File: src/sv/ald_pkg.sv
// types, constants and register codes shared by the anchor landmark decoder
`timescale 1ns / 1ps

package ald_pkg;

    localparam int MAX_MAP_WIDTH = 4096;
    localparam int POS_W         = 12;
    localparam int MAP_W_W       = 13;
    localparam int SUM_W         = 17;
    localparam int PROD_W        = 30;
    localparam int BASE_W        = 20;
    localparam int ACC_W         = 34;
    localparam int COORD_W       = 24;
    localparam int ROUND_SHIFT   = 8;
    localparam int ROUND_HALF    = 128;
    localparam int FRAC_SHIFT    = 12;

    localparam int CFG_IDX_W  = 3;
    localparam int CFG_DATA_W = 16;

    localparam logic [CFG_IDX_W-1:0] REG_SCORE_THRESHOLD = 3'd0;
    localparam logic [CFG_IDX_W-1:0] REG_CELL_STRIDE     = 3'd1;
    localparam logic [CFG_IDX_W-1:0] REG_CENTER_BIAS     = 3'd2;
    localparam logic [CFG_IDX_W-1:0] REG_BOX_WIDTH       = 3'd3;
    localparam logic [CFG_IDX_W-1:0] REG_BOX_HEIGHT      = 3'd4;
    localparam logic [CFG_IDX_W-1:0] REG_MAP_WIDTH       = 3'd5;

    localparam int QUEUE_DEPTH = 4;
    localparam int QUEUE_PTR_W = 2;
    localparam int QUEUE_CNT_W = 3;

    typedef struct packed {
        logic               map_start;
        logic signed [15:0] score;
        logic               mask_on;
        logic [7:0]         class_label;
        logic signed [15:0] delta_x;
        logic signed [15:0] delta_y;
        logic signed [15:0] offset_x;
        logic signed [15:0] offset_y;
        logic               cell_end;
    } in_item_t;

    typedef struct packed {
        logic signed [COORD_W-1:0] coord_x;
        logic signed [COORD_W-1:0] coord_y;
        logic signed [15:0]        det_score;
        logic [7:0]                det_label;
        logic                      point_last;
    } out_item_t;

    typedef struct packed {
        logic signed [15:0]  score_threshold;
        logic [6:0]          cell_stride;
        logic [11:0]         center_bias;
        logic [11:0]         box_width;
        logic [11:0]         box_height;
        logic [MAP_W_W-1:0]  map_width;
    } cfg_t;

    typedef struct packed {
        logic signed [SUM_W-1:0] sum_x;
        logic signed [SUM_W-1:0] sum_y;
        logic [POS_W-1:0]        column;
        logic [POS_W-1:0]        row;
        logic signed [15:0]      score;
        logic [7:0]              label;
        logic                    last;
    } queue_entry_t;

endpackage

File: src/sv/ald_front.sv
// front end: accepts points, tracks cell position, filters passing cells
`timescale 1ns / 1ps

module ald_front (
    input  logic                  aclk,
    input  logic                  aresetn,
    input  logic                  s_valid,
    output logic                  s_ready,
    input  ald_pkg::in_item_t     s_data,
    input  ald_pkg::cfg_t         cfg,
    input  logic                  queue_full,
    output logic                  push_valid,
    output ald_pkg::queue_entry_t push_data
);
    import ald_pkg::*;

    logic [POS_W-1:0]   column_reg, column_next;
    logic [POS_W-1:0]   row_reg, row_next;
    logic [POS_W-1:0]   column_base, row_base;
    logic [MAP_W_W-1:0] eff_width;
    logic [MAP_W_W-1:0] column_inc;
    logic               accept;
    logic               pass;

    assign s_ready = !queue_full;
    assign accept  = s_valid && s_ready;

    assign column_base = s_data.map_start ? '0 : column_reg;
    assign row_base    = s_data.map_start ? '0 : row_reg;

    assign pass = (s_data.score >= cfg.score_threshold) && s_data.mask_on;

    always_comb begin
        if (cfg.map_width == '0) begin
            eff_width = MAP_W_W'(1);
        end else if (cfg.map_width > MAP_W_W'(MAX_MAP_WIDTH)) begin
            eff_width = MAP_W_W'(MAX_MAP_WIDTH);
        end else begin
            eff_width = cfg.map_width;
        end
    end

    assign column_inc = {1'b0, column_base} + MAP_W_W'(1);

    always_comb begin
        column_next = column_reg;
        row_next    = row_reg;
        if (accept) begin
            column_next = column_base;
            row_next    = row_base;
            if (s_data.cell_end) begin
                if (column_inc >= eff_width) begin
                    column_next = '0;
                    row_next    = row_base + POS_W'(1);
                end else begin
                    column_next = column_inc[POS_W-1:0];
                end
            end
        end
    end

    always_ff @(posedge aclk) begin
        if (!aresetn) begin
            column_reg <= '0;
            row_reg    <= '0;
        end else begin
            column_reg <= column_next;
            row_reg    <= row_next;
        end
    end

    assign push_valid       = accept && pass;
    assign push_data.sum_x  = SUM_W'(s_data.delta_x) + SUM_W'(s_data.offset_x);
    assign push_data.sum_y  = SUM_W'(s_data.delta_y) + SUM_W'(s_data.offset_y);
    assign push_data.column = column_base;
    assign push_data.row    = row_base;
    assign push_data.score  = s_data.score;
    assign push_data.label  = s_data.class_label;
    assign push_data.last   = s_data.cell_end;

endmodule

File: src/sv/ald_queue.sv
// short queue of passing points between front and back end
`timescale 1ns / 1ps

module ald_queue (
    input  logic                  aclk,
    input  logic                  aresetn,
    input  logic                  push_valid,
    input  ald_pkg::queue_entry_t push_data,
    output logic                  full,
    output logic                  pop_valid,
    input  logic                  pop_ready,
    output ald_pkg::queue_entry_t pop_data
);
    import ald_pkg::*;

    queue_entry_t           mem [QUEUE_DEPTH];
    logic [QUEUE_PTR_W-1:0] wr_ptr_reg, wr_ptr_next;
    logic [QUEUE_PTR_W-1:0] rd_ptr_reg, rd_ptr_next;
    logic [QUEUE_CNT_W-1:0] count_reg, count_next;
    logic                   push;
    logic                   pop;

    assign full      = (count_reg == QUEUE_CNT_W'(QUEUE_DEPTH));
    assign pop_valid = (count_reg != '0);
    assign pop_data  = mem[rd_ptr_reg];
    assign push      = push_valid && !full;
    assign pop       = pop_valid && pop_ready;

    always_comb begin
        wr_ptr_next = push ? wr_ptr_reg + QUEUE_PTR_W'(1) : wr_ptr_reg;
        rd_ptr_next = pop ? rd_ptr_reg + QUEUE_PTR_W'(1) : rd_ptr_reg;
        count_next  = count_reg;
        if (push && !pop) begin
            count_next = count_reg + QUEUE_CNT_W'(1);
        end else if (pop && !push) begin
            count_next = count_reg - QUEUE_CNT_W'(1);
        end
    end

    always_ff @(posedge aclk) begin
        if (!aresetn) begin
            wr_ptr_reg <= '0;
            rd_ptr_reg <= '0;
            count_reg  <= '0;
        end else begin
            wr_ptr_reg <= wr_ptr_next;
            rd_ptr_reg <= rd_ptr_next;
            count_reg  <= count_next;
        end
    end

    always_ff @(posedge aclk) begin
        if (push) begin
            mem[wr_ptr_reg] <= push_data;
        end
    end

    assert property (@(posedge aclk) disable iff (!aresetn)
        count_reg <= QUEUE_CNT_W'(QUEUE_DEPTH))
        else $error("queue count above depth");

    assert property (@(posedge aclk) disable iff (!aresetn)
        push_valid |-> !full)
        else $error("push into full queue");

    assert property (@(posedge aclk) disable iff (!aresetn)
        (push && !pop) |=> (count_reg == $past(count_reg) + QUEUE_CNT_W'(1)))
        else $error("queue count did not follow push");

endmodule

File: src/sv/ald_back.sv
// back end: scales deltas by box size, adds cell position, rounds and saturates
`timescale 1ns / 1ps

module ald_back (
    input  logic                  aclk,
    input  logic                  aresetn,
    input  ald_pkg::cfg_t         cfg,
    input  logic                  q_valid,
    output logic                  q_ready,
    input  ald_pkg::queue_entry_t q_data,
    output logic                  m_valid,
    input  logic                  m_ready,
    output ald_pkg::out_item_t    m_data
);
    import ald_pkg::*;

    logic                     s1_valid_reg, s1_valid_next;
    logic signed [PROD_W-1:0] prod_x_reg, prod_y_reg;
    logic [BASE_W-1:0]        base_x_reg, base_y_reg;
    logic signed [15:0]       score_reg;
    logic [7:0]               label_reg;
    logic                     last_reg;
    logic signed [PROD_W-1:0] prod_x, prod_y;
    logic [BASE_W-1:0]        base_x, base_y;
    logic                     m_valid_reg, m_valid_next;
    out_item_t                m_data_reg;
    logic                     s2_ready;
    logic                     s1_ready;
    logic [ACC_W-1:0]         acc_x, acc_y;

    function automatic logic [COORD_W-1:0] sat_coord(input logic [ACC_W-1:0] acc);
        logic [ACC_W-ROUND_SHIFT-1:0] q;
        logic [COORD_W-1:0]           res;
        q = acc[ACC_W-1:ROUND_SHIFT];
        if (!q[ACC_W-ROUND_SHIFT-1] && (q[ACC_W-ROUND_SHIFT-2:COORD_W-1] != '0)) begin
            res = {1'b0, {(COORD_W-1){1'b1}}};
        end else if (q[ACC_W-ROUND_SHIFT-1] && (q[ACC_W-ROUND_SHIFT-2:COORD_W-1] != '1)) begin
            res = {1'b1, {(COORD_W-1){1'b0}}};
        end else begin
            res = q[COORD_W-1:0];
        end
        return res;
    endfunction

    assign s2_ready = !m_valid_reg || m_ready;
    assign s1_ready = !s1_valid_reg || s2_ready;
    assign q_ready  = s1_ready;

    // stage 1: box scaling and position scaling
    assign prod_x = PROD_W'(q_data.sum_x) * PROD_W'($signed({1'b0, cfg.box_width}));
    assign prod_y = PROD_W'(q_data.sum_y) * PROD_W'($signed({1'b0, cfg.box_height}));
    assign base_x = BASE_W'(q_data.column) * BASE_W'(cfg.cell_stride)
                  + BASE_W'(cfg.center_bias);
    assign base_y = BASE_W'(q_data.row) * BASE_W'(cfg.cell_stride)
                  + BASE_W'(cfg.center_bias);

    assign s1_valid_next = s1_ready ? q_valid : s1_valid_reg;

    always_ff @(posedge aclk) begin
        if (s1_ready && q_valid) begin
            prod_x_reg <= prod_x;
            prod_y_reg <= prod_y;
            base_x_reg <= base_x;
            base_y_reg <= base_y;
            score_reg  <= q_data.score;
            label_reg  <= q_data.label;
            last_reg   <= q_data.last;
        end
    end

    // stage 2: sum in q.12, round to q.4, saturate
    assign acc_x = ACC_W'(prod_x_reg) + ACC_W'({base_x_reg, {FRAC_SHIFT{1'b0}}})
                 + ACC_W'(ROUND_HALF);
    assign acc_y = ACC_W'(prod_y_reg) + ACC_W'({base_y_reg, {FRAC_SHIFT{1'b0}}})
                 + ACC_W'(ROUND_HALF);

    assign m_valid_next = s2_ready ? s1_valid_reg : m_valid_reg;

    always_ff @(posedge aclk) begin
        if (s2_ready && s1_valid_reg) begin
            m_data_reg.coord_x    <= sat_coord(acc_x);
            m_data_reg.coord_y    <= sat_coord(acc_y);
            m_data_reg.det_score  <= score_reg;
            m_data_reg.det_label  <= label_reg;
            m_data_reg.point_last <= last_reg;
        end
    end

    always_ff @(posedge aclk) begin
        if (!aresetn) begin
            s1_valid_reg <= 1'b0;
            m_valid_reg  <= 1'b0;
        end else begin
            s1_valid_reg <= s1_valid_next;
            m_valid_reg  <= m_valid_next;
        end
    end

    assign m_valid = m_valid_reg;
    assign m_data  = m_data_reg;

    assert property (@(posedge aclk) disable iff (!aresetn)
        (s1_valid_reg && !s2_ready) |=> s1_valid_reg)
        else $error("stage 1 point dropped while stalled");

    assert property (@(posedge aclk) disable iff (!aresetn)
        (q_valid && q_ready) |=> s1_valid_reg)
        else $error("queue transfer not captured");

    assert property (@(posedge aclk) disable iff (!aresetn)
        (s1_valid_reg && s2_ready) |=> m_valid_reg)
        else $error("stage 1 point not moved to output");

endmodule

File: src/sv/anchor_landmark_decode.sv
// top level of the anchor landmark decoder: register file and front, queue, back
`timescale 1ns / 1ps

// Takes one landmark point per clock while s_ready is high and gives at most
// one decoded point per clock. Passing points leave the block through the
// queue, the stage 1 registers and the output register; failing points leave
// nothing but still advance the cell position. A four-entry queue between the
// front end and the two-stage arithmetic back end sets how far the output may
// stall before s_ready drops. Registers are written through the cfg channel,
// which is always ready; write them only while no point is in flight.
module anchor_landmark_decode (
    input  logic                              aclk,
    input  logic                              aresetn,
    input  logic                              s_valid,
    output logic                              s_ready,
    input  ald_pkg::in_item_t                 s_data,
    output logic                              m_valid,
    input  logic                              m_ready,
    output ald_pkg::out_item_t                m_data,
    input  logic                              cfg_valid,
    output logic                              cfg_ready,
    input  logic [ald_pkg::CFG_IDX_W-1:0]     cfg_index,
    input  logic [ald_pkg::CFG_DATA_W-1:0]    cfg_data
);
    import ald_pkg::*;

    cfg_t         cfg_reg, cfg_next;
    logic         push_valid;
    queue_entry_t push_data;
    logic         queue_full;
    logic         pop_valid;
    logic         pop_ready;
    queue_entry_t pop_data;

    assign cfg_ready = 1'b1;

    always_comb begin
        cfg_next = cfg_reg;
        if (cfg_valid && cfg_ready) begin
            case (cfg_index)
                REG_SCORE_THRESHOLD: cfg_next.score_threshold = $signed(cfg_data);
                REG_CELL_STRIDE:     cfg_next.cell_stride     = cfg_data[6:0];
                REG_CENTER_BIAS:     cfg_next.center_bias     = cfg_data[11:0];
                REG_BOX_WIDTH:       cfg_next.box_width       = cfg_data[11:0];
                REG_BOX_HEIGHT:      cfg_next.box_height      = cfg_data[11:0];
                REG_MAP_WIDTH:       cfg_next.map_width       = cfg_data[MAP_W_W-1:0];
                default:             cfg_next = cfg_reg;
            endcase
        end
    end

    always_ff @(posedge aclk) begin
        if (!aresetn) begin
            cfg_reg.score_threshold <= '0;
            cfg_reg.cell_stride     <= 7'd16;
            cfg_reg.center_bias     <= '0;
            cfg_reg.box_width       <= 12'd64;
            cfg_reg.box_height      <= 12'd64;
            cfg_reg.map_width       <= 13'd64;
        end else begin
            cfg_reg <= cfg_next;
        end
    end

    ald_front u_front (
        .aclk       (aclk),
        .aresetn    (aresetn),
        .s_valid    (s_valid),
        .s_ready    (s_ready),
        .s_data     (s_data),
        .cfg        (cfg_reg),
        .queue_full (queue_full),
        .push_valid (push_valid),
        .push_data  (push_data)
    );

    ald_queue u_queue (
        .aclk       (aclk),
        .aresetn    (aresetn),
        .push_valid (push_valid),
        .push_data  (push_data),
        .full       (queue_full),
        .pop_valid  (pop_valid),
        .pop_ready  (pop_ready),
        .pop_data   (pop_data)
    );

    ald_back u_back (
        .aclk    (aclk),
        .aresetn (aresetn),
        .cfg     (cfg_reg),
        .q_valid (pop_valid),
        .q_ready (pop_ready),
        .q_data  (pop_data),
        .m_valid (m_valid),
        .m_ready (m_ready),
        .m_data  (m_data)
    );

endmodule
File: config.mk
export PLATFORM = sky130hd
export DESIGN_NAME = anchor_landmark_decode
export DESIGN_NICKNAME = d
export VERILOG_FILES = /design/src/sv/ald_pkg.sv /design/src/sv/ald_front.sv /design/src/sv/ald_queue.sv /design/src/sv/ald_back.sv /design/src/sv/anchor_landmark_decode.sv
export SDC_FILE = /design/constraint.sdc
export NUM_CORES = 2
export LEC_CHECK = 0
export BUFFER_PORTS_ARGS = -buffer_cell sky130_fd_sc_hd__buf_2
export CORE_UTILIZATION = 36
export DETAILED_ROUTE_END_ITERATION = 12
export GPL_ROUTABILITY_DRIVEN = 1
export MAX_ROUTING_LAYER = met4
export SLEW_MARGIN = 20
export SYNTH_ARGS = -nofsm -noshare
export SYNTH_HDL_FRONTEND = slang
export SYNTH_HIERARCHICAL = 1
export SYNTH_SLANG_ARGS = --single-unit
File: constraint.sdc
create_clock -name aclk -period 14.7 [get_ports aclk]
set_clock_uncertainty 0.05 [all_clocks]
set_input_delay 2.205 -clock aclk [delete_from_list [all_inputs] [get_ports aclk]]
set_output_delay 2.205 -clock aclk [all_outputs]
set_load 0.02 [all_outputs]
After elaboration in Yosys (flattened, before gate mapping)
Memory sizes are Yosys's and may differ from the RTL's. A register that Yosys moved wholly into a read port is not among the register bits.
Cells that the tools add are included.
- bits in registers: 303
- bits in latches: 0
- memory bits (writable): 332
- memory bits (read-only): 0
- input port bits: 115
- word-level logic and storage cells: 104
- memories kept: 1
- memory list (name ; depth ; width ; rd ports ; clocked after Yosys merged registers in ; wr ports ; RTL line ; RTL):
    u_queue.mem ; 4 ; 83 ; 1 ; 1 ; 1 ; ald_queue.sv:16 ; queue_entry_t mem [QUEUE_DEPTH];
- $add $sub $neg: 14
- $mul: 4
- divide/modulo/power cells: 0
- magnitude comparators: 3
- equality and inequality tests: 8
- shift-type cells: 0
- multiplexer cells: 16
- bitwise operators: 0
- reductions and logical operators: 33
- operator list (operator ; number):
    two-way mux 12 bit ; 6
    adder 30 x 33 -> 34 bit ; 2
    adder 34 x 8 -> 34 bit (second input constant) ; 2
    multiplier 17 x 13 -> 30 bit ; 2
    two-way mux 24 bit ; 2
    adder 19 x 12 -> 20 bit ; 2
    multiplier 12 x 7 -> 19 bit ; 2
    adder 16 x 16 -> 17 bit ; 2
    two-way mux 13 bit ; 2
    >= comparator 16 bit ; 1
    adder 12 x 1 -> 13 bit (second input constant) ; 1
    >= comparator 13 bit ; 1
    greater-than comparator 13 bit (second input constant) ; 1
    logical NOT 13 bit ; 1
    adder 12 x 1 -> 12 bit (second input constant) ; 1
    logical AND 1 bit ; 12
    AND reduction 2 bit ; 6
    == test 3 bit (second input constant) ; 3
    logical NOT 1 bit ; 7
    == test 3 x 2 -> 1 bit (second input constant) ; 2
    two-way mux 3 bit ; 2
    nonzero test 2 bit ; 3
    adder 2 x 1 -> 2 bit (second input constant) ; 2
    two-way mux 2 bit ; 2
    8 further kinds ; 11

Longest topological paths before layout
- word-level depth: 9
- depth in mapped cells: 27
- mapped depth without buffers: 24

By module
The synthesis kept the hierarchy.
- by module, submodules not included (module ; times used ; cells an instance ; area each (um2) ; seq. area each (um2)):
    ald_back ; 1 ; 2937 ; 28718.8 ; 5565.3
    ald_queue ; 1 ; 481 ; 12462.0 ; 10149.7
    ald_front ; 1 ; 528 ; 3903.7 ; 480.5
    anchor_landmark_decode ; 1 ; 259 ; 2718.9 ; 1441.4

Worst setup path after synthesis
No wires, ideal clock.
- path type: flip-flop to flip-flop
- from: reg (tool-made name)
- to: reg u_back.prod_x_reg[29], data pin
- library setup time: 260 ps
- arrival time: 6099 ps
- data required time: 14390 ps
- slack: 8291 ps
- cell stages (with the launch flop): 27
- period minus slack after synthesis: 6409 ps
- cells stage by stage: dfxtp_1 > buf_6 > buf_6 > mux4_2 > clkbuf_1 > and2_1 > fa_1 > inv_1 > fa_1 > inv_1 > fa_1 > inv_1 > fa_1 > fa_1 > inv_1 > ha_1 > nand2_1 > nor4_1 > a2111o_1 > a21oi_2 > a211o_1 > a21o_1 > a21o_1 > o21ai_1 > o21a_1 > nor2_1 > xnor2_1
- RTL lines (item ; RTL line ; RTL):
    to (signal assigned) ; ald_back.sv:61 ; prod_x_reg <= prod_x;
    to (decl) ; ald_back.sv:18 ; logic signed [PROD_W-1:0] prod_x_reg, prod_y_reg;

==> reports/metrics.cfg <==
[outcome]
run_status = finished clean

[pwr]
power.leakage_nw = 22.8
powerDensity_mw_per_mm2 = 162
max-vdd-ir-drop_v = 0.000105

[yosys]
synth_compound_area_share_pct = 5.99
synth-edff-count = 516
synth_top_cell_by_area = edfxtp_1
seq_area_frac_synth_pct = 36.9
synthFlopType = edfxtp_1
synth_top_family_by_area = adder cells
synth_adder_area_share_pct = 29.5
synthTopCellsByArea = edfxtp_1 32%, fa_1 21%, ha_1 8.6%, inv_1 5.8%, dfxtp_1 4.5%
yosys-top-cells-count = 741 x inv_1, 516 x edfxtp_1, 499 x fa_1, 475 x nand2_1, 328 x ha_1
synth_top_area_share_pct = 32.4
synth.most_common_cell = inv_1
ys_async_sr_fraction_pct = 0
synthCells = 4205
synthSimpleGateAreaFrac_pct = 11.3
synthXorXnorAreaFrac_pct = 2.95
syn_nets = 5147
syn_area_mm2 = 0.0478
ys_types = 91
synth_area_per_cell_um2 = 11.4
synthMuxAreaShare_pct = 5.59
yosys_warnings = 6
synth-seq-cells = 623

[global_route]
grt_pass1_wl_mm = 173
grt_overflow = 0
grt_usage_pct = 16.8
antenna_found_initial = 8
grt_max_degree = 73
grt_pass1_vias = 31300

[final_layout]
multi_input_area_mm2 = 0.0265
utilization_pct = 40.0
fin_nets = 5258
area_delta_synth_final_pct = 10.1
regArea_mm2 = 0.0176
fill_cells = 12600
largest_reg_flops = 332
drive_gt1_share_pct = 10.8

[sta]
final-hold-violation-count = 0
slew_headroom_pct = 22.6
tightest_slew_ps = 1160
slew_viol_final = 0
tns_ps = 0
max_freq_ghz = 0.132
rsz0062_at_grt = false
fin_crit_ps = 7600
layout_setup_ws_ps = 7100
setup_viol_count_final = 0
fin_crit_sh_pct = 51.7

[detailed_routing]
ant_nets = 0
finalWirelength_mm = 108
vias = 29600
first_pass_iters = 5
avgViaCountPerCell = 4.82
drc = 0
avgRoutedWirePerCell_um = 17.5
dr.first_iter.drc_count = 1560

[place]
gp_congestion = 0.871
io_buffers = 189
hpwl_mm = 81.0
pre_cts_slack_ps = 7030

[cts]
cts.reportedPaths.clkPinSlew_ps = 60
clkSinkCount = 623
h-tree-depth = 3
cts_root_buf = clkbuf_16
cts.path.max_buffers = 3
cts_tree = done
cts_resized = 0
hold_buffers = 0
cts_setup_buffers = 0
clk_latency_ps = 680
cts_buffers = 71

[floorplan]
num_io_pins = 191
rows = 133
fp.dieW_um = 366
die_h_um = 366
die-area_mm2 = 0.134
core-area_mm2 = 0.132
initial_core_util_pct = 36.3

[critical_path]
worst_ep_arrival_time_ps = 7960
path_class = reg -> reg
worstPathRequired_ps = 15060
cp-end-kind = flip-flop
cp_max_fo = 41
crit_path_start_kind = flip-flop

[hold_path]
hp-class = reg -> reg

[run]
max-cap-violations = 0

==> layout make-up <==
| cell class | count | area share, % |
|---|---|---|
| Tap cell | 1755 | 4.17 |
| Sequential cell | 623 | 33.5 |
| Clock buffer | 91 | 3.60 |
| Timing Repair Buffer | 213 | 2.15 |
| Multi-Input combinational cell | 2666 | 50.4 |
| Inverter | 741 | 5.29 |
| Antenna cell | 8 | 0.0381 |
| Clock inverter | 37 | 0.842 |
==> kinds of logic after synthesis <==
| logic type | after synthesis |
|---|---|
| AND/OR/NAND/NOR | 1096 |
| buffers and inverters | 916 |
| adder cells (fa/ha/maj) | 827 |
| flip-flops | 623 |
| AO/OA/AOI/OAI | 418 |
| multiplexers | 163 |
| XOR/XNOR | 161 |
| other | 1 |
==> metal layers <==
metal	part of all wire, %	vias up	track usage [%]	wire length [µm]
met4	1.8	0	3.84	1940
met2	46	562	26.8	49900
met1	47	14900	22.4	50600
met3	4.8	125	2.93	5120
li1	-	14000	-	-
met5	0	-	-	0
==> cells in the final DEF, fill, tap and decap left out, types with 14 or more instances in the layout <==
cell	n
clkbuf_1	18
fa_1	499
xor2_1	55
nor2b_1	58
a31oi_1	16
clkbuf_16	73
edfxtp_1	516
mux4_2	83
nor3_1	27
a21o_1	57
nand2_1	475
nand4_1	17
o21ai_1	16
a21oi_1	97
inv_1	741
xnor2_1	106
buf_4	25
o21a_1	22
o21bai_1	14
o21ai_0	83
and3_1	18
nor2_1	97
nand3_1	46
ha_1	328
dfxtp_1	105
o21ai_2	25
mux2i_1	80
buf_2	188
and2_1	288
nand2b_1	17
==> per-stage QoR <==
stage               power [W]  instances  cell area [µm²]  hold slack, ps
floorplan             0.00582       4205            47800             350
global placement      0.00681       5998            50200             353
detailed placement    0.00686       5998            50300             356
CTS                   0.00866       6126            52600             355
global route          0.00921       6132            52600             356
finish                0.00853       6134            52600             358
==> power by group <==
part,internal [W],total [W],switching [W]
clock,0.00100,0.00176,0.000755
sequential,0.00251,0.00270,0.000186
combinational,0.00157,0.00407,0.00251
total,0.00508,0.00853,0.00345
==> critical path, cell delays in order (launching register included) <==
cell	delay, ps
dfxtp_4	590
buf_4	780
mux4_2	740
and2_1	210
fa_1	530
inv_1	50
fa_1	470
inv_1	50
fa_1	490
inv_1	50
fa_1	480
fa_1	490
inv_1	40
ha_1	330
nand2_1	70
nor4_1	300
a2111o_1	210
a21oi_2	100
a211o_1	290
a21o_1	220
a21o_1	200
o21ai_1	190
o21a_1	150
nor2_1	50
xnor2_1	110
==> final timing paths <==
kind                   startpoint                    end  slack [ps]  depth (start not counted)
min reg2reg  u_back/score_reg[13]      u_back/m_data[22]         360                          0
max reg2reg             flip-flop  u_back/prod_x_reg[29]        7100                         24
max                     flip-flop  u_back/prod_x_reg[29]        7100                         24
min          u_back/score_reg[13]      u_back/m_data[22]         360                          0
(Power assumes the default switching activity.)
